[src/hw/rtl/wmme_pkg.sv]
package wmme_pkg;

	localparam int SAMPLE_W    = 16;
	localparam int MAX_BUCKETS = 65536;
	localparam int ADDR_W      = $clog2(MAX_BUCKETS);
	localparam int CNT_W       = $clog2(MAX_BUCKETS + 1);
	localparam int RATE_W      = 19;
	localparam int BPS_W       = 11;
	localparam int CFG_W       = 19;
	localparam int TIME_W      = 32;
	localparam int TIME_FRAC   = 12;
	localparam int FRAC_MASK   = (1 << TIME_FRAC) - 1;
	localparam int ACC_W       = 48;
	localparam int ACC_LIM_BIT = 46;
	localparam int MEM_W       = 2 * SAMPLE_W;
	localparam int PROD_W      = TIME_W + BPS_W + 1;
	localparam int IDX_W       = PROD_W + 1 - TIME_FRAC;

	localparam logic [RATE_W-1:0] RATE_RESET = RATE_W'(48000);
	localparam logic [BPS_W-1:0]  BPS_RESET  = BPS_W'(100);
	localparam logic [BPS_W-1:0]  BPS_MIN    = BPS_W'(1);
	localparam logic [BPS_W-1:0]  BPS_MAX    = BPS_W'(2000);

	localparam logic signed [SAMPLE_W-1:0] SAMPLE_MAX = {1'b0, {(SAMPLE_W-1){1'b1}}};
	localparam logic signed [SAMPLE_W-1:0] SAMPLE_MIN = {1'b1, {(SAMPLE_W-1){1'b0}}};

	localparam logic REG_SAMPLE_RATE = 1'b0;
	localparam logic REG_BPS         = 1'b1;

	localparam logic REQ_PUSH  = 1'b0;
	localparam logic REQ_QUERY = 1'b1;

	typedef enum logic [1:0] {
		BIN_IDLE,
		BIN_CHECK,
		BIN_LAST
	} bin_state_t;

	typedef enum logic [2:0] {
		QRY_IDLE,
		QRY_RANGE,
		QRY_CLAMP,
		QRY_SCAN,
		QRY_DONE
	} qry_state_t;

	typedef struct packed {
		logic              en;
		logic [ADDR_W-1:0] addr;
		logic [MEM_W-1:0]  data;
	} mem_wr_t;

	typedef struct packed {
		logic              en;
		logic [ADDR_W-1:0] addr;
	} mem_rd_t;

	typedef struct packed {
		logic             busy;
		logic [CNT_W-1:0] total;
		logic             ovf;
	} bin_status_t;

	typedef struct packed {
		logic signed [SAMPLE_W-1:0] low;
		logic signed [SAMPLE_W-1:0] high;
	} peak_t;

	function automatic logic [BPS_W-1:0] bps_clamp(input logic [BPS_W-1:0] b);
		logic [BPS_W-1:0] r;
		r = b;
		if (b < BPS_MIN) begin
			r = BPS_MIN;
		end else if (b > BPS_MAX) begin
			r = BPS_MAX;
		end
		return r;
	endfunction

endpackage

[src/hw/rtl/wmme_binner.sv]
module wmme_binner (
	input  logic                                  clk,
	input  logic                                  arst_n,
	input  logic                                  start,
	input  logic signed [wmme_pkg::SAMPLE_W-1:0]  sample_in,
	input  logic                                  last_in,
	input  logic [wmme_pkg::RATE_W-1:0]           rate,
	input  logic [wmme_pkg::BPS_W-1:0]            bps,
	output wmme_pkg::mem_wr_t                     wr,
	output wmme_pkg::bin_status_t                 status
);

	wmme_pkg::bin_state_t state_q, state_d;

	logic                                 open_q;
	logic [wmme_pkg::CNT_W-1:0]           total_q;
	logic [wmme_pkg::CNT_W-1:0]           cur_q;
	logic signed [wmme_pkg::SAMPLE_W-1:0] low_q;
	logic signed [wmme_pkg::SAMPLE_W-1:0] high_q;
	logic                                 has_q;
	logic [wmme_pkg::ACC_W-1:0]           sacc_q;
	logic [wmme_pkg::ACC_W-1:0]           bacc_q;
	logic                                 ovf_q;
	logic signed [wmme_pkg::SAMPLE_W-1:0] smp_q;
	logic                                 last_q;

	logic edge_hit;
	logic close;
	logic room;

	assign edge_hit = sacc_q > bacc_q;
	assign room     = cur_q < wmme_pkg::CNT_W'(wmme_pkg::MAX_BUCKETS);

	always_comb begin
		state_d = state_q;
		unique case (state_q)
			wmme_pkg::BIN_IDLE: begin
				if (start) begin
					state_d = wmme_pkg::BIN_CHECK;
				end
			end
			wmme_pkg::BIN_CHECK: begin
				if (!edge_hit) begin
					state_d = last_q ? wmme_pkg::BIN_LAST : wmme_pkg::BIN_IDLE;
				end
			end
			wmme_pkg::BIN_LAST: begin
				state_d = wmme_pkg::BIN_IDLE;
			end
			default: begin
				state_d = wmme_pkg::BIN_IDLE;
			end
		endcase
	end

	always_comb begin
		close = ((state_q == wmme_pkg::BIN_CHECK) && edge_hit) ||
			(state_q == wmme_pkg::BIN_LAST);
		wr.en   = close && room;
		wr.addr = cur_q[wmme_pkg::ADDR_W-1:0];
		wr.data = has_q ? {low_q, high_q} : '0;
		status.busy  = state_q != wmme_pkg::BIN_IDLE;
		status.total = total_q;
		status.ovf   = ovf_q;
	end

	always_ff @(posedge clk or negedge arst_n) begin
		if (!arst_n) begin
			state_q <= wmme_pkg::BIN_IDLE;
			open_q  <= 1'b0;
			total_q <= '0;
			cur_q   <= '0;
			low_q   <= wmme_pkg::SAMPLE_MAX;
			high_q  <= wmme_pkg::SAMPLE_MIN;
			has_q   <= 1'b0;
			sacc_q  <= '0;
			bacc_q  <= '0;
			ovf_q   <= 1'b0;
		end else begin
			state_q <= state_d;
			if (state_q == wmme_pkg::BIN_IDLE && start) begin
				if (!open_q) begin
					open_q  <= 1'b1;
					total_q <= '0;
					cur_q   <= '0;
					ovf_q   <= 1'b0;
					low_q   <= wmme_pkg::SAMPLE_MAX;
					high_q  <= wmme_pkg::SAMPLE_MIN;
					has_q   <= 1'b0;
					sacc_q  <= wmme_pkg::ACC_W'(bps);
					bacc_q  <= wmme_pkg::ACC_W'(rate);
				end else begin
					sacc_q <= sacc_q + wmme_pkg::ACC_W'(bps);
				end
			end
			if (state_q == wmme_pkg::BIN_CHECK && !edge_hit) begin
				if (sacc_q >= (wmme_pkg::ACC_W'(1) << wmme_pkg::ACC_LIM_BIT)) begin
					bacc_q <= bacc_q - sacc_q;
					sacc_q <= '0;
				end
				if (smp_q < low_q) begin
					low_q <= smp_q;
				end
				if (smp_q > high_q) begin
					high_q <= smp_q;
				end
				has_q <= 1'b1;
			end
			if (close) begin
				if (room) begin
					total_q <= cur_q + 1'b1;
					cur_q   <= cur_q + 1'b1;
				end else begin
					ovf_q <= 1'b1;
				end
				low_q  <= wmme_pkg::SAMPLE_MAX;
				high_q <= wmme_pkg::SAMPLE_MIN;
				has_q  <= 1'b0;
				if (state_q == wmme_pkg::BIN_CHECK) begin
					bacc_q <= bacc_q + wmme_pkg::ACC_W'(rate);
				end else begin
					open_q <= 1'b0;
				end
			end
		end
	end

	always_ff @(posedge clk) begin
		if (state_q == wmme_pkg::BIN_IDLE && start) begin
			smp_q  <= sample_in;
			last_q <= last_in;
		end
	end

endmodule

[config.mk]
export PLATFORM = sky130hd
export DESIGN_NAME = wmme_binner
export DESIGN_NICKNAME = d
export VERILOG_FILES = /design/src/hw/rtl/wmme_pkg.sv /design/src/hw/rtl/wmme_binner.sv
export SDC_FILE = /design/constraint.sdc
export NUM_CORES = 1
export LEC_CHECK = 0
export BUFFER_PORTS_ARGS = -buffer_cell sky130_fd_sc_hd__buf_2
export CORE_MARGIN = 5
export CORE_UTILIZATION = 25
export CTS_CLUSTER_DIAMETER = 80
export DETAILED_ROUTE_END_ITERATION = 16
export GPL_ROUTABILITY_DRIVEN = 0
export HOLD_SLACK_MARGIN = 0.02
export PLACE_DENSITY = 0.46
export SLEW_MARGIN = 20
export SYNTH_ARGS = -nofsm -noshare
export SYNTH_HDL_FRONTEND = slang
export SYNTH_SLANG_ARGS = --single-unit
[constraint.sdc]
create_clock -name clk -period 4.8 [get_ports clk]
set_input_delay 0.96 -clock clk [delete_from_list [all_inputs] [get_ports clk]]
set_output_delay 0.96 -clock clk [all_outputs]
set_load 0.02 [all_outputs]
==> results.cfg <==
[timing]
period_share = 0.9403
setup_viol = 0
fmax_mhz = 221.6
maxSlewHeadroom = 0.3582
finalCriticalPeriod_ns = 4.514
final-max-slew-violation-count = 0
setup_tns_ns = 0
rsz0062_at_grt = no
finalHoldViolations = 0
skew_ns = 0.01980
worst_pin_slew_ns = 0.9626

[setup_path]
slowest_delay_ns = 0.52
r2r_setup_slack_ns = 0.66
crit_top_cell = a21o_1
startpoint_type = flop
critPathRequiredTime_ns = 3.84
crit_arrival_ns = 3.55
crit_buf_inv = 3
critPathTopFamily = compound AO/OA/AOI/OAI gates
endpoint_kind = output port
rr_worst_depth = 13
critPathSlowestCell = a211oi_4
crit_chain = inv_1, ha_1, a21o_1, a21o_1, a21o_1, a311o_1, a211oi_4, o211ai_4, nand2_2, nand2_1, inv_2, buf_2
critPathKind = reg -> out
path_max_fanout = 8
r2r-start = sacc_q[0]
r2r-end = low_q[7]

[synthesis]
syn-mean-instance-area_sq_um = 8.333
synthMuxAreaShare = 0.02146
synthCells = 1700
ys_seq_area_frac = 0.3325
synth_compound_area_frac = 0.2106
ys.flop_type = dfrtp_1
synth_xor_area_frac = 0.07481
synth-seq-cells = 184
synthesis.area_sq_um = 14170
synth_warnings = 0
synth-edff-count = 17
synthAdderAreaFrac = 0.1014
synth_top_family_by_area = compound AO/OA/AOI/OAI gates
synthSimpleGateAreaFrac = 0.2031
synth_cell_types = 77
async_flop_share = 0.9076
syn_nets = 1863

[min_path]
min_path_cells = 2
min_from = total_q[0]
holdPathEnd = total_q[0]
hp-class = reg -> reg

[cells_and_area]
fillers = 6110
area_growth_pct = 13.83
drive_gt1_frac = 0.1242
utilization = 0.2865
register_area_sq_um = 4710
stdcell_area_sq_um = 16130
multi_input_area_sq_um = 8680
fin_nets = 1946

[status]
status = completed

[placed_design]
place_hpwl_um = 33890
placed_cell_area_sq_um = 15550
port_buffers = 117

[global_route]
grt_max_degree = 92
overflow = 0
grt_util_all_layers = 0.1470
grt_pass1_vias = 12640
antenna_found_initial = 7
grt_pass1_wl_um = 71240

[clock_network]
cts_resized = 0
cts_tree = done
cts_root_buffer = clkbuf_16
cts-buffers-inserted = 17
htreeDepth = 4
cts.hold.buffers_added = 0
cts_buffer_depth = 2
cts.clk_slew.worst_paths_ns = 0.08
clkSinkCount = 184
postCtsSetupRepairBufs = 0
insertion_delay_ns = 0.48

[floorplan]
num_io_pins = 118
die_w_um = 248.0
die_area_sq_um = 61520
core_area_sq_um = 56280
fp-row-count = 87
start_util = 0.2517
die_h_um = 248.0

[route]
wl_um = 45300
drc = 0
viasPerCell = 4.943
ant_nets = 0
wl_per_cell_um = 17.73
first_iter_violations = 684
route.vias.total = 12630
firstDrtPassIters = 5

[power_and_ir_drop]
ir_drop_v = 0.0005137
p_leak_nw = 7.705
power.density_nw_per_um2 = 652.7
p_clk_frac = 0.140
p_comb_frac = 0.629
total_power_w = 0.01053
sw_frac_of_total = 0.4958
net-switching-power_w = 0.005219
internal_power_w = 0.005307
seq_power_share = 0.231

[flow_run]
cap_violations = 0
## synth_stat cells, drive strengths merged (43+ instances only)
cell type / instances / area, sq um
inv: 103 / 386.6
xnor2: 78 / 683.2
nand2: 159 / 599.3
nor2: 175 / 659.4
o21ai: 117 / 585.6
and3: 44 / 275.3
xor2: 43 / 376.6
a21oi: 119 / 595.6
a21o: 48 / 360.4
dfrtp: 151 / 3779
ha: 110 / 1376
clkbuf: 43 / 161.4
nand3: 65 / 330.3
## routing by layer
layer / vias up / global-route usage / wire length [um]
met1: 6069 / 0.1916 / 20720
met2: 286 / 0.2457 / 21330
met4: 6 / 0.04586 / 979
li1: 6213 / - / -
met5: - / 0 / 41
met3: 56 / 0.02983 / 2222
## per-stage QoR
| step | setup slack, ns | hold WS (ns) | std cells |
|---|---|---|---|
| after floorplan | 0.9129 | 0.4506 | 1700 |
| after global placement | 0.5729 | 0.4656 | 2520 |
| after detailed placement | 0.5304 | 0.4728 | 2520 |
| after CTS | 0.1031 | 0.4945 | 2552 |
| after global routing | 0.01778 | 0.5116 | 2554 |
| final | 0.2864 | 0.4932 | 2555 |
## power by group through the flow
stage | Sequential, W | Combinational (W) | Clock (W)
after floorplan | 0.00235 | 0.00493 | 0
after detailed placement | 0.00246 | 0.00659 | 0
after global placement | 0.00246 | 0.00656 | 0
final | 0.00243 | 0.00662 | 0.00147
after CTS | 0.00243 | 0.00664 | 0.00152
after global routing | 0.00250 | 0.00738 | 0.00158
## worst max-delay path by stage
stage	from	endpoint	depth (start not counted)
2_1_floorplan	sacc_q[0]	wr[48]	13
3_3_place_gp	sacc_q[0]	low_q[9]	13
3_5_place_dp	sacc_q[0]	low_q[7]	13
4_1_cts	sacc_q[0]	wr[48]	12
5_1_grt	bacc_q[0]	wr[48]	13
6_report	sacc_q[25]	wr[48]	12
## placed cells by master, fill, tap and decap left out, drive strengths merged, types with 28 or more instances in the layout
cell / synthesis / routed
a21o: 48 / 48
a21oi: 119 / 119
a31oi: 28 / 28
and2: 35 / 35
and3: 44 / 44
buf: 40 / 147
dfrtp: 151 / 151
ha: 110 / 110
inv: 103 / 110
nand2: 159 / 159
nand2b: 29 / 29
nand3: 65 / 65
nor2: 175 / 175
o211ai: 28 / 28
o21ai: 117 / 117
xnor2: 78 / 78
xor2: 43 / 43
## cells by family (layout without fill, tap and decap cells)
kind of cell               Yosys count  in the layout
AOI/OAI and AO/OA                  464            464
xor gates and xnor gates           121            121
adders and majority gates          113            113
buffers and inverters              186            282
DFF                                184            184
muxes                               30             30
other                                0              3
and+or+nand+nor                    602            602
## cell type report
class | instances | share of cell area
sequential | 184 | 0.2921
multi-input combinational | 1330 | 0.5383
timing repair buffer | 147 | 0.05144
inverter | 103 | 0.02398
antenna | 3 | 0.0004655
clock buffer | 18 | 0.02661
tap | 756 | 0.05866
clock inverter | 14 | 0.008535
## tightest hold or removal path, cell delays in order, from the launching register on
cell	delay (ns)
dfrtp_1	0.36
nand2_1	0.05
o21ai_0	0.06
## registers in the layout, indices dropped and copies added, names as in the netlist, 2 cells and up
signal	count
sacc_q	48
total_q	17
cur_q	17
state_q	2
high_q	16
low_q	16
bacc_q	48
smp_q	16
Note: power is estimated with default switching activity, not from simulation.
