File: config.mk
export PLATFORM = sky130hd
export DESIGN_NAME = wmme_query
export DESIGN_NICKNAME = d
export VERILOG_FILES = /design/src/hw/rtl/wmme_pkg.sv /design/src/hw/rtl/wmme_query.sv
export SDC_FILE = /design/constraint.sdc
export NUM_CORES = 2
export LEC_CHECK = 0
export ABC_AREA = 0
export BUFFER_PORTS_ARGS = -buffer_cell sky130_fd_sc_hd__buf_4
export CAP_MARGIN = 15
export CORE_ASPECT_RATIO = 0.7
export CORE_UTILIZATION = 35
export CTS_CLUSTER_DIAMETER = 50
export DETAILED_ROUTE_END_ITERATION = 16
export GPL_TIMING_DRIVEN = 0
export HOLD_SLACK_MARGIN = 0.05
export PLACE_DENSITY = 0.58
export SLEW_MARGIN = 20
export SYNTH_ARGS = -nofsm -noshare
export SYNTH_HDL_FRONTEND = slang
export SYNTH_SLANG_ARGS = --single-unit
File: constraint.sdc
create_clock -name clk -period 7 [get_ports clk]
set_input_delay 1.4 -clock clk [delete_from_list [all_inputs] [get_ports clk]]
set_output_delay 1.4 -clock clk [all_outputs]
set_load 0.02 [all_outputs]
File: src/hw/rtl/wmme_pkg.sv
package wmme_pkg;

	localparam int SAMPLE_W    = 16;
	localparam int MAX_BUCKETS = 65536;
	localparam int ADDR_W      = $clog2(MAX_BUCKETS);
	localparam int CNT_W       = $clog2(MAX_BUCKETS + 1);
	localparam int RATE_W      = 19;
	localparam int BPS_W       = 11;
	localparam int CFG_W       = 19;
	localparam int TIME_W      = 32;
	localparam int TIME_FRAC   = 12;
	localparam int FRAC_MASK   = (1 << TIME_FRAC) - 1;
	localparam int ACC_W       = 48;
	localparam int ACC_LIM_BIT = 46;
	localparam int MEM_W       = 2 * SAMPLE_W;
	localparam int PROD_W      = TIME_W + BPS_W + 1;
	localparam int IDX_W       = PROD_W + 1 - TIME_FRAC;

	localparam logic [RATE_W-1:0] RATE_RESET = RATE_W'(48000);
	localparam logic [BPS_W-1:0]  BPS_RESET  = BPS_W'(100);
	localparam logic [BPS_W-1:0]  BPS_MIN    = BPS_W'(1);
	localparam logic [BPS_W-1:0]  BPS_MAX    = BPS_W'(2000);

	localparam logic signed [SAMPLE_W-1:0] SAMPLE_MAX = {1'b0, {(SAMPLE_W-1){1'b1}}};
	localparam logic signed [SAMPLE_W-1:0] SAMPLE_MIN = {1'b1, {(SAMPLE_W-1){1'b0}}};

	localparam logic REG_SAMPLE_RATE = 1'b0;
	localparam logic REG_BPS         = 1'b1;

	localparam logic REQ_PUSH  = 1'b0;
	localparam logic REQ_QUERY = 1'b1;

	typedef enum logic [1:0] {
		BIN_IDLE,
		BIN_CHECK,
		BIN_LAST
	} bin_state_t;

	typedef enum logic [2:0] {
		QRY_IDLE,
		QRY_RANGE,
		QRY_CLAMP,
		QRY_SCAN,
		QRY_DONE
	} qry_state_t;

	typedef struct packed {
		logic              en;
		logic [ADDR_W-1:0] addr;
		logic [MEM_W-1:0]  data;
	} mem_wr_t;

	typedef struct packed {
		logic              en;
		logic [ADDR_W-1:0] addr;
	} mem_rd_t;

	typedef struct packed {
		logic             busy;
		logic [CNT_W-1:0] total;
		logic             ovf;
	} bin_status_t;

	typedef struct packed {
		logic signed [SAMPLE_W-1:0] low;
		logic signed [SAMPLE_W-1:0] high;
	} peak_t;

	function automatic logic [BPS_W-1:0] bps_clamp(input logic [BPS_W-1:0] b);
		logic [BPS_W-1:0] r;
		r = b;
		if (b < BPS_MIN) begin
			r = BPS_MIN;
		end else if (b > BPS_MAX) begin
			r = BPS_MAX;
		end
		return r;
	endfunction

endpackage

File: src/hw/rtl/wmme_query.sv
module wmme_query (
	input  logic                                clk,
	input  logic                                arst_n,
	input  logic                                start,
	input  logic signed [wmme_pkg::TIME_W-1:0]  from_in,
	input  logic signed [wmme_pkg::TIME_W-1:0]  to_in,
	input  logic [wmme_pkg::BPS_W-1:0]          bps,
	input  logic [wmme_pkg::CNT_W-1:0]          count,
	output wmme_pkg::mem_rd_t                   rd,
	input  logic [wmme_pkg::MEM_W-1:0]          rd_data,
	input  logic                                take,
	output logic                                res_valid,
	output wmme_pkg::peak_t                     res,
	output logic                                busy
);

	wmme_pkg::qry_state_t state_q, state_d;

	logic signed [wmme_pkg::PROD_W-1:0]   prod_from_s1;
	logic signed [wmme_pkg::PROD_W-1:0]   prod_to_s1;
	logic                                 empty_s1;
	logic [wmme_pkg::CNT_W-1:0]           count_q;
	logic signed [wmme_pkg::IDX_W-1:0]    first_s2;
	logic signed [wmme_pkg::IDX_W-1:0]    last_s2;
	logic [wmme_pkg::CNT_W-1:0]           idx_q;
	logic [wmme_pkg::CNT_W-1:0]           end_q;
	logic                                 rd_pend_s1;
	logic signed [wmme_pkg::SAMPLE_W-1:0] mn_q;
	logic signed [wmme_pkg::SAMPLE_W-1:0] mx_q;

	logic signed [wmme_pkg::PROD_W:0]     to_up;
	logic signed [wmme_pkg::IDX_W-1:0]    cnt_x;
	logic                                 zero;
	logic                                 issue;
	logic signed [wmme_pkg::SAMPLE_W-1:0] rd_low;
	logic signed [wmme_pkg::SAMPLE_W-1:0] rd_high;

	assign to_up   = (wmme_pkg::PROD_W+1)'(prod_to_s1) + (wmme_pkg::PROD_W+1)'(wmme_pkg::FRAC_MASK);
	assign cnt_x   = wmme_pkg::IDX_W'(count_q);
	assign zero    = empty_s1 || (last_s2 <= 0) || (first_s2 >= cnt_x);
	assign issue   = idx_q < end_q;
	assign rd_low  = rd_data[wmme_pkg::MEM_W-1:wmme_pkg::SAMPLE_W];
	assign rd_high = rd_data[wmme_pkg::SAMPLE_W-1:0];

	always_comb begin
		state_d = state_q;
		unique case (state_q)
			wmme_pkg::QRY_IDLE: begin
				if (start) begin
					state_d = wmme_pkg::QRY_RANGE;
				end
			end
			wmme_pkg::QRY_RANGE: begin
				state_d = wmme_pkg::QRY_CLAMP;
			end
			wmme_pkg::QRY_CLAMP: begin
				state_d = zero ? wmme_pkg::QRY_DONE : wmme_pkg::QRY_SCAN;
			end
			wmme_pkg::QRY_SCAN: begin
				if (!issue) begin
					state_d = wmme_pkg::QRY_DONE;
				end
			end
			wmme_pkg::QRY_DONE: begin
				if (take) begin
					state_d = wmme_pkg::QRY_IDLE;
				end
			end
			default: begin
				state_d = wmme_pkg::QRY_IDLE;
			end
		endcase
	end

	always_comb begin
		rd.en     = (state_q == wmme_pkg::QRY_SCAN) && issue;
		rd.addr   = idx_q[wmme_pkg::ADDR_W-1:0];
		res_valid = state_q == wmme_pkg::QRY_DONE;
		res.low   = mn_q;
		res.high  = mx_q;
		busy      = state_q != wmme_pkg::QRY_IDLE;
	end

	always_ff @(posedge clk or negedge arst_n) begin
		if (!arst_n) begin
			state_q    <= wmme_pkg::QRY_IDLE;
			rd_pend_s1 <= 1'b0;
		end else begin
			state_q    <= state_d;
			rd_pend_s1 <= rd.en;
		end
	end

	always_ff @(posedge clk) begin
		if (state_q == wmme_pkg::QRY_IDLE && start) begin
			prod_from_s1 <= wmme_pkg::PROD_W'(from_in) * wmme_pkg::PROD_W'($signed({1'b0, bps}));
			prod_to_s1   <= wmme_pkg::PROD_W'(to_in) * wmme_pkg::PROD_W'($signed({1'b0, bps}));
			empty_s1     <= (count == '0) || !(to_in > from_in);
			count_q      <= count;
		end
		if (state_q == wmme_pkg::QRY_RANGE) begin
			first_s2 <= wmme_pkg::IDX_W'(prod_from_s1 >>> wmme_pkg::TIME_FRAC);
			last_s2  <= wmme_pkg::IDX_W'(to_up >>> wmme_pkg::TIME_FRAC);
		end
		if (state_q == wmme_pkg::QRY_CLAMP) begin
			idx_q <= (first_s2 < 0) ? '0 : wmme_pkg::CNT_W'(first_s2);
			end_q <= (last_s2 > cnt_x) ? count_q : wmme_pkg::CNT_W'(last_s2);
			mn_q  <= zero ? '0 : wmme_pkg::SAMPLE_MAX;
			mx_q  <= zero ? '0 : wmme_pkg::SAMPLE_MIN;
		end
		if (rd.en) begin
			idx_q <= idx_q + 1'b1;
		end
		if (rd_pend_s1) begin
			if (rd_low < mn_q) begin
				mn_q <= rd_low;
			end
			if (rd_high > mx_q) begin
				mx_q <= rd_high;
			end
		end
	end

endmodule

==> report_table.html <==
<table>
<tr><th>Metric</th><th>Value</th></tr>
<tr><th colspan="2">Global routing</th></tr>
<tr><td>Sum of overflow across all layers after global routing</td><td>0</td></tr>
<tr><td>Overall global routing resource usage</td><td>around a fifth</td></tr>
<tr><td>Number of global-route vias before repair</td><td>around 26000</td></tr>
<tr><td>Pin count of the biggest net entering global routing</td><td>54</td></tr>
<tr><td>Global-route wire length before repair</td><td>157 mm</td></tr>
<tr><td>Number of antenna violations at the first check in global routing</td><td>7</td></tr>
<tr><th colspan="2">Floorplan</th></tr>
<tr><td>Ports</td><td>about 180</td></tr>
<tr><td>Die area</td><td>about 100000 um2</td></tr>
<tr><td>Cell row count</td><td>96</td></tr>
<tr><td>DIE WIDTH</td><td>380 um</td></tr>
<tr><td>Die extent in y</td><td>roughly 270 um</td></tr>
<tr><td>Initial Util</td><td>a little over a third</td></tr>
<tr><td>Core Box Area</td><td>a little under 100000 um2</td></tr>
<tr><th colspan="2">Worst hold path</th></tr>
<tr><td>Launch point of the worst hold path</td><td>prod_from_s1[37]$_DFFE_PP_</td></tr>
<tr><td>End of the worst hold path</td><td>first_s2[25]$_DFFE_PP_</td></tr>
<tr><td>Worst min path class</td><td>reg2reg</td></tr>
<tr><td>Worst hold stages</td><td>0</td></tr>
<tr><th colspan="2">STA</th></tr>
<tr><td>RSZ-0062 raised after global routing</td><td>true</td></tr>
<tr><td>Final Max Slew Viols</td><td>0</td></tr>
<tr><td>Shortest clock period the worst path allows after layout</td><td>6.93 ns</td></tr>
<tr><td>Total count of hold-check failures in the final report</td><td>0</td></tr>
<tr><td>Post-route clock period utilization</td><td>a little over nine tenths</td></tr>
<tr><td>Tightest Pin Transition</td><td>~1.1 ns</td></tr>
<tr><td>Layout Skew</td><td>approximately 0.023 ns</td></tr>
<tr><td>Final Hold Slack</td><td>slightly above 0.4 ns</td></tr>
<tr><td>Post-route setup TNS</td><td>0 ns</td></tr>
<tr><td>Post-layout worst setup margin</td><td>0.0703 ns</td></tr>
<tr><td>Number of setup violations in the final report</td><td>0</td></tr>
<tr><td>Fmax</td><td>roughly 140 MHz</td></tr>
<tr><td>Normalized max-slew margin</td><td>between 20 and 30%</td></tr>
<tr><th colspan="2">Worst setup path</th></tr>
<tr><td>Worst setup path class</td><td>in2reg</td></tr>
<tr><td>Launching element type of the critical path</td><td>input pin</td></tr>
<tr><td>Most frequent cell on the critical path</td><td>fa_1</td></tr>
<tr><td>R2R setup slack</td><td>around 3.3 ns</td></tr>
<tr><td>Cells along the critical path</td><td>clkbuf_4 &gt; buf_2 &gt; nand2_1 &gt; fa_1 &gt; fa_1 &gt; fa_1 &gt; inv_1 &gt; fa_1 &gt; fa_1 &gt; ha_1 &gt; nand2_1 &gt; nor2_2 &gt; nand3_2 &gt; a21oi_4 &gt; o31ai_4 &gt; buf_12 &gt; o31ai_4 &gt; nor4_1 &gt; o41a_1 &gt; xnor2_1</td></tr>
<tr><td>Beginning of the worst register-to-register path</td><td>first_s2[31]$_DFFE_PP_</td></tr>
<tr><td>Data required time of the worst path</td><td>around 7.4 ns</td></tr>
<tr><td>Highest-delay cell along the critical path</td><td>fa_1</td></tr>
<tr><td>Endpoint arrival time on the critical path</td><td>7.29 ns</td></tr>
<tr><td>Cell count of the worst reg-to-reg path</td><td>10</td></tr>
<tr><td>Endpoint type of the worst setup path</td><td>flip-flop</td></tr>
<tr><td>Slowest stage delay, CP</td><td>0.56 ns</td></tr>
<tr><td>Crit Reg-Reg Endpoint</td><td>mn_q[11]$_DFF_P_</td></tr>
<tr><td>Largest fanout on the critical path</td><td>10</td></tr>
<tr><th colspan="2">Cells and area</th></tr>
<tr><td>Most common cell after layout, fill and taps aside</td><td>inv_1</td></tr>
<tr><td>Top library cells by usage in the layout, fill and taps aside</td><td>inv_1 (844), fa_1 (607), nand2_1 (601)</td></tr>
<tr><td>Post-Layout Cell Count</td><td>5222</td></tr>
<tr><td>Fraction of final layout cells sized beyond drive strength 1</td><td>between 10% and 20%</td></tr>
<tr><td>Final standard cell area without fillers</td><td>~39000 um2</td></tr>
<tr><td>Area added between synthesis and finish</td><td>12.7%</td></tr>
<tr><td>Total number of nets in the final design</td><td>4908</td></tr>
<tr><td>Share of the core filled with cells</td><td>approximately two fifths</td></tr>
<tr><td>Number of filler cells placed in the layout</td><td>just under 10000</td></tr>
<tr><th colspan="2">Clock network</th></tr>
<tr><td>Number of sinks driven by the clock tree</td><td>roughly 230</td></tr>
<tr><td>Clock input transition at the sequential cells of the worst setup and hold paths</td><td>roughly 0.06 ns</td></tr>
<tr><td>Clock tree from TritonCTS</td><td>yes</td></tr>
<tr><td>Cell at the root of the clock tree</td><td>clkbuf_16</td></tr>
<tr><td>Number of buffers inserted during clock tree synthesis</td><td>31</td></tr>
<tr><td>Clock insertion delay at the later pin of the skew report</td><td>approximately 0.63 ns</td></tr>
<tr><td>Max Root-Sink Buffers</td><td>3</td></tr>
<tr><td>Hold Buf Count CTS</td><td>0</td></tr>
<tr><td>CTS H-Tree Depth</td><td>1</td></tr>
<tr><th colspan="2">Synth</th></tr>
<tr><td>Cell taking the most area after synthesis</td><td>fa_1</td></tr>
<tr><td>Share of flip-flops with an asynchronous set or reset after synthesis</td><td>between 1.5 and 2%</td></tr>
<tr><td>Cell types occupying the most area after synthesis</td><td>fa_1 (35%), edfxtp_1 (17%), ha_1 (11%)</td></tr>
<tr><td>Area share of the largest cell type after synthesis</td><td>a little over a third</td></tr>
<tr><td>Top FF cell, synth</td><td>edfxtp_1</td></tr>
<tr><td>Yosys synthesis warning count</td><td>0</td></tr>
<tr><td>Area of the mapped netlist</td><td>~35000 um2</td></tr>
<tr><td>Number of flip-flops and latches in the synthesized netlist</td><td>229</td></tr>
<tr><td>Cells after synthesis</td><td>3681</td></tr>
<tr><td>Number of enable flip-flop cells after synthesis</td><td>approximately 190</td></tr>
<tr><td>Number of library cell types mapped by synthesis</td><td>81</td></tr>
<tr><td>Avg Synthesized Cell Area</td><td>about 9.5 um2</td></tr>
<tr><td>Sequential share of the synthesized area</td><td>18.7%</td></tr>
<tr><td>Syn_nets</td><td>about 4700</td></tr>
<tr><th colspan="2">Drt</th></tr>
<tr><td>Number of DRC violations after detailed-routing iteration 0</td><td>1742</td></tr>
<tr><td>Wire length after detailed routing</td><td>~100 mm</td></tr>
<tr><td>Post-route ant nets</td><td>0</td></tr>
<tr><td>Number of vias in the routed layout</td><td>between 20000 and 30000</td></tr>
<tr><td>Detail-routed via count per cell</td><td>just under 5</td></tr>
<tr><td>Detailed-route wire length per cell</td><td>around 19 um</td></tr>
<tr><td>First drt pass iteration count</td><td>5</td></tr>
<tr><td>Final routed DRC violation total</td><td>0</td></tr>
<tr><th colspan="2">Place</th></tr>
<tr><td>Hpwl dp</td><td>between 80 and 90 mm</td></tr>
<tr><td>Final weighted congestion in routability-driven placement</td><td>around 0.96</td></tr>
<tr><td>Cell count after placement</td><td>~5200</td></tr>
<tr><td>Instance area at placement</td><td>38100 um2</td></tr>
<tr><td>Setup WS pre-CTS</td><td>-2.20 ns</td></tr>
<tr><td>IO buf count</td><td>about 170</td></tr>
<tr><th colspan="2">Power</th></tr>
<tr><td>Maximum resistive drop on vdd</td><td>around 0.75 mV</td></tr>
<tr><td>Tot Pwr</td><td>~20 mW</td></tr>
<tr><td>Cell area power density</td><td>approximately 500 nW/um2</td></tr>
<tr><td>Leakage power of the design</td><td>between 15 and 20 nW</td></tr>
<tr><th colspan="2">Outcome</th></tr>
<tr><td>Result of the run</td><td>completed</td></tr>
<tr><th colspan="2">Run</th></tr>
<tr><td>Max cap viols</td><td>0</td></tr>
</table>
## state kept, by name, indices dropped and copies added, names as in the netlist
signal,flops
prod_to_s1,44
last_s2,33
first_s2,32
prod_from_s1,32
count_q,17
end_q,17
idx_q,17
mn_q,16
mx_q,16
state_q,3
empty_s1,1
rd_pend_s1,1
## synth_stat cells (6+ instances only)
cell type  count
nor2_1        59
o21bai_1       6
buf_2          7
nand2_1      601
o21ai_0       48
and3_1         9
nor3_1        11
ha_1         298
edfxtp_1     193
a31oi_1       10
o211ai_1       7
xnor2_1       81
a21oi_1       92
o21a_1        15
mux2_2        27
fa_1         609
o21ai_2        8
and2_1       173
xor2_1        43
inv_1        845
clkbuf_1     150
nand2b_1      33
nor4_1        22
mux2i_1       32
nand3_1       39
mux2_1         7
nand4_1       30
a21o_1        63
dfxtp_1       32
buf_4         20
nor2b_1       20
## where the power goes
group	internal [mW]	switching (mW)	total, mW
combinational	6.07	8.68	14.8
clock	0.976	0.693	1.67
sequential	2.88	0.365	3.24
## area by class of cell
| cell class | count | area (um2) | area share, % |
|---|---|---|---|
| multi-input combinational | 2426 | 24700 | 62.6 |
| sequential | 229 | 6540 | 16.6 |
| inverter | 847 | 3180 | 8.07 |
| clock inverter | 23 | 288 | 0.729 |
| buffer | 157 | 926 | 2.35 |
| antenna | 3 | 7.51 | 0.0190 |
| tap | 1323 | 1660 | 4.19 |
| clock buffer | 33 | 783 | 1.98 |
| timing repair buffer | 181 | 1400 | 3.53 |
## logic make-up (layout without fill, tap and decap cells)
kind of cell             count (synthesis)  count (layout)  synth area share, %
multiplexers                            66              66                 2.01
flip-flops                             229             229                 18.7
adder cells (fa/ha/maj)                907             907                 45.5
buffers and inverters                 1026            1241                 11.3
AO/OA/AOI/OAI                          300             300                 5.85
other                                    0               3                    0
XOR/XNOR                               124             124                 3.10
AND/OR/NAND/NOR                       1029            1029                 13.7
## worst max-delay path, delay by kind of cell
kind / cells / cell delay [ns]
AND/OR/NAND/NOR: 5 / 0.82
AO/OA/AOI/OAI: 4 / 1.20
XOR/XNOR: 1 / 0.15
adder cells (fa/ha/maj): 6 / 2.87
buffers and inverters: 4 / 0.83
## timing repair
item	CTS	global route
setup endpoints to repair	48	22
pin swaps	1	5
gates resized for setup	91	98
buffers inserted	1	2
## per-layer routing
layer | vias to the layer above | track usage (%) | wire, um | part of all wire (%)
met5 | - | 0 | 13 | 0.013
met2 | 873 | 29.1 | 40700 | 41
met1 | 12700 | 30.1 | 47200 | 47
met4 | 2 | 3.28 | 1570 | 1.6
li1 | 11600 | - | - | -
met3 | 98 | 5.98 | 10100 | 10
## how the worst max path moves through the flow
stage | slack [ns] | to | startpoint | depth (start not counted)
finish | 0.07 | prod_from_s1[35]$_DFFE_PP_ | bps[6] | 20
global placement | -2.92 | first_s2[27]$_DFFE_PP_ | state_q[0]$_DFFE_PN0P_ | 1
floorplan | 0.001 | prod_from_s1[31]$_DFFE_PP_ | bps[5] | 22
CTS | 0.005 | prod_from_s1[43]$_DFFE_PP_ | bps[6] | 21
global route | -0.07 | prod_to_s1[41]$_DFFE_PP_ | to_in[3] | 24
detailed placement | -2.20 | prod_from_s1[43]$_DFFE_PP_ | bps[6] | 21
(Power assumes the default switching activity.)
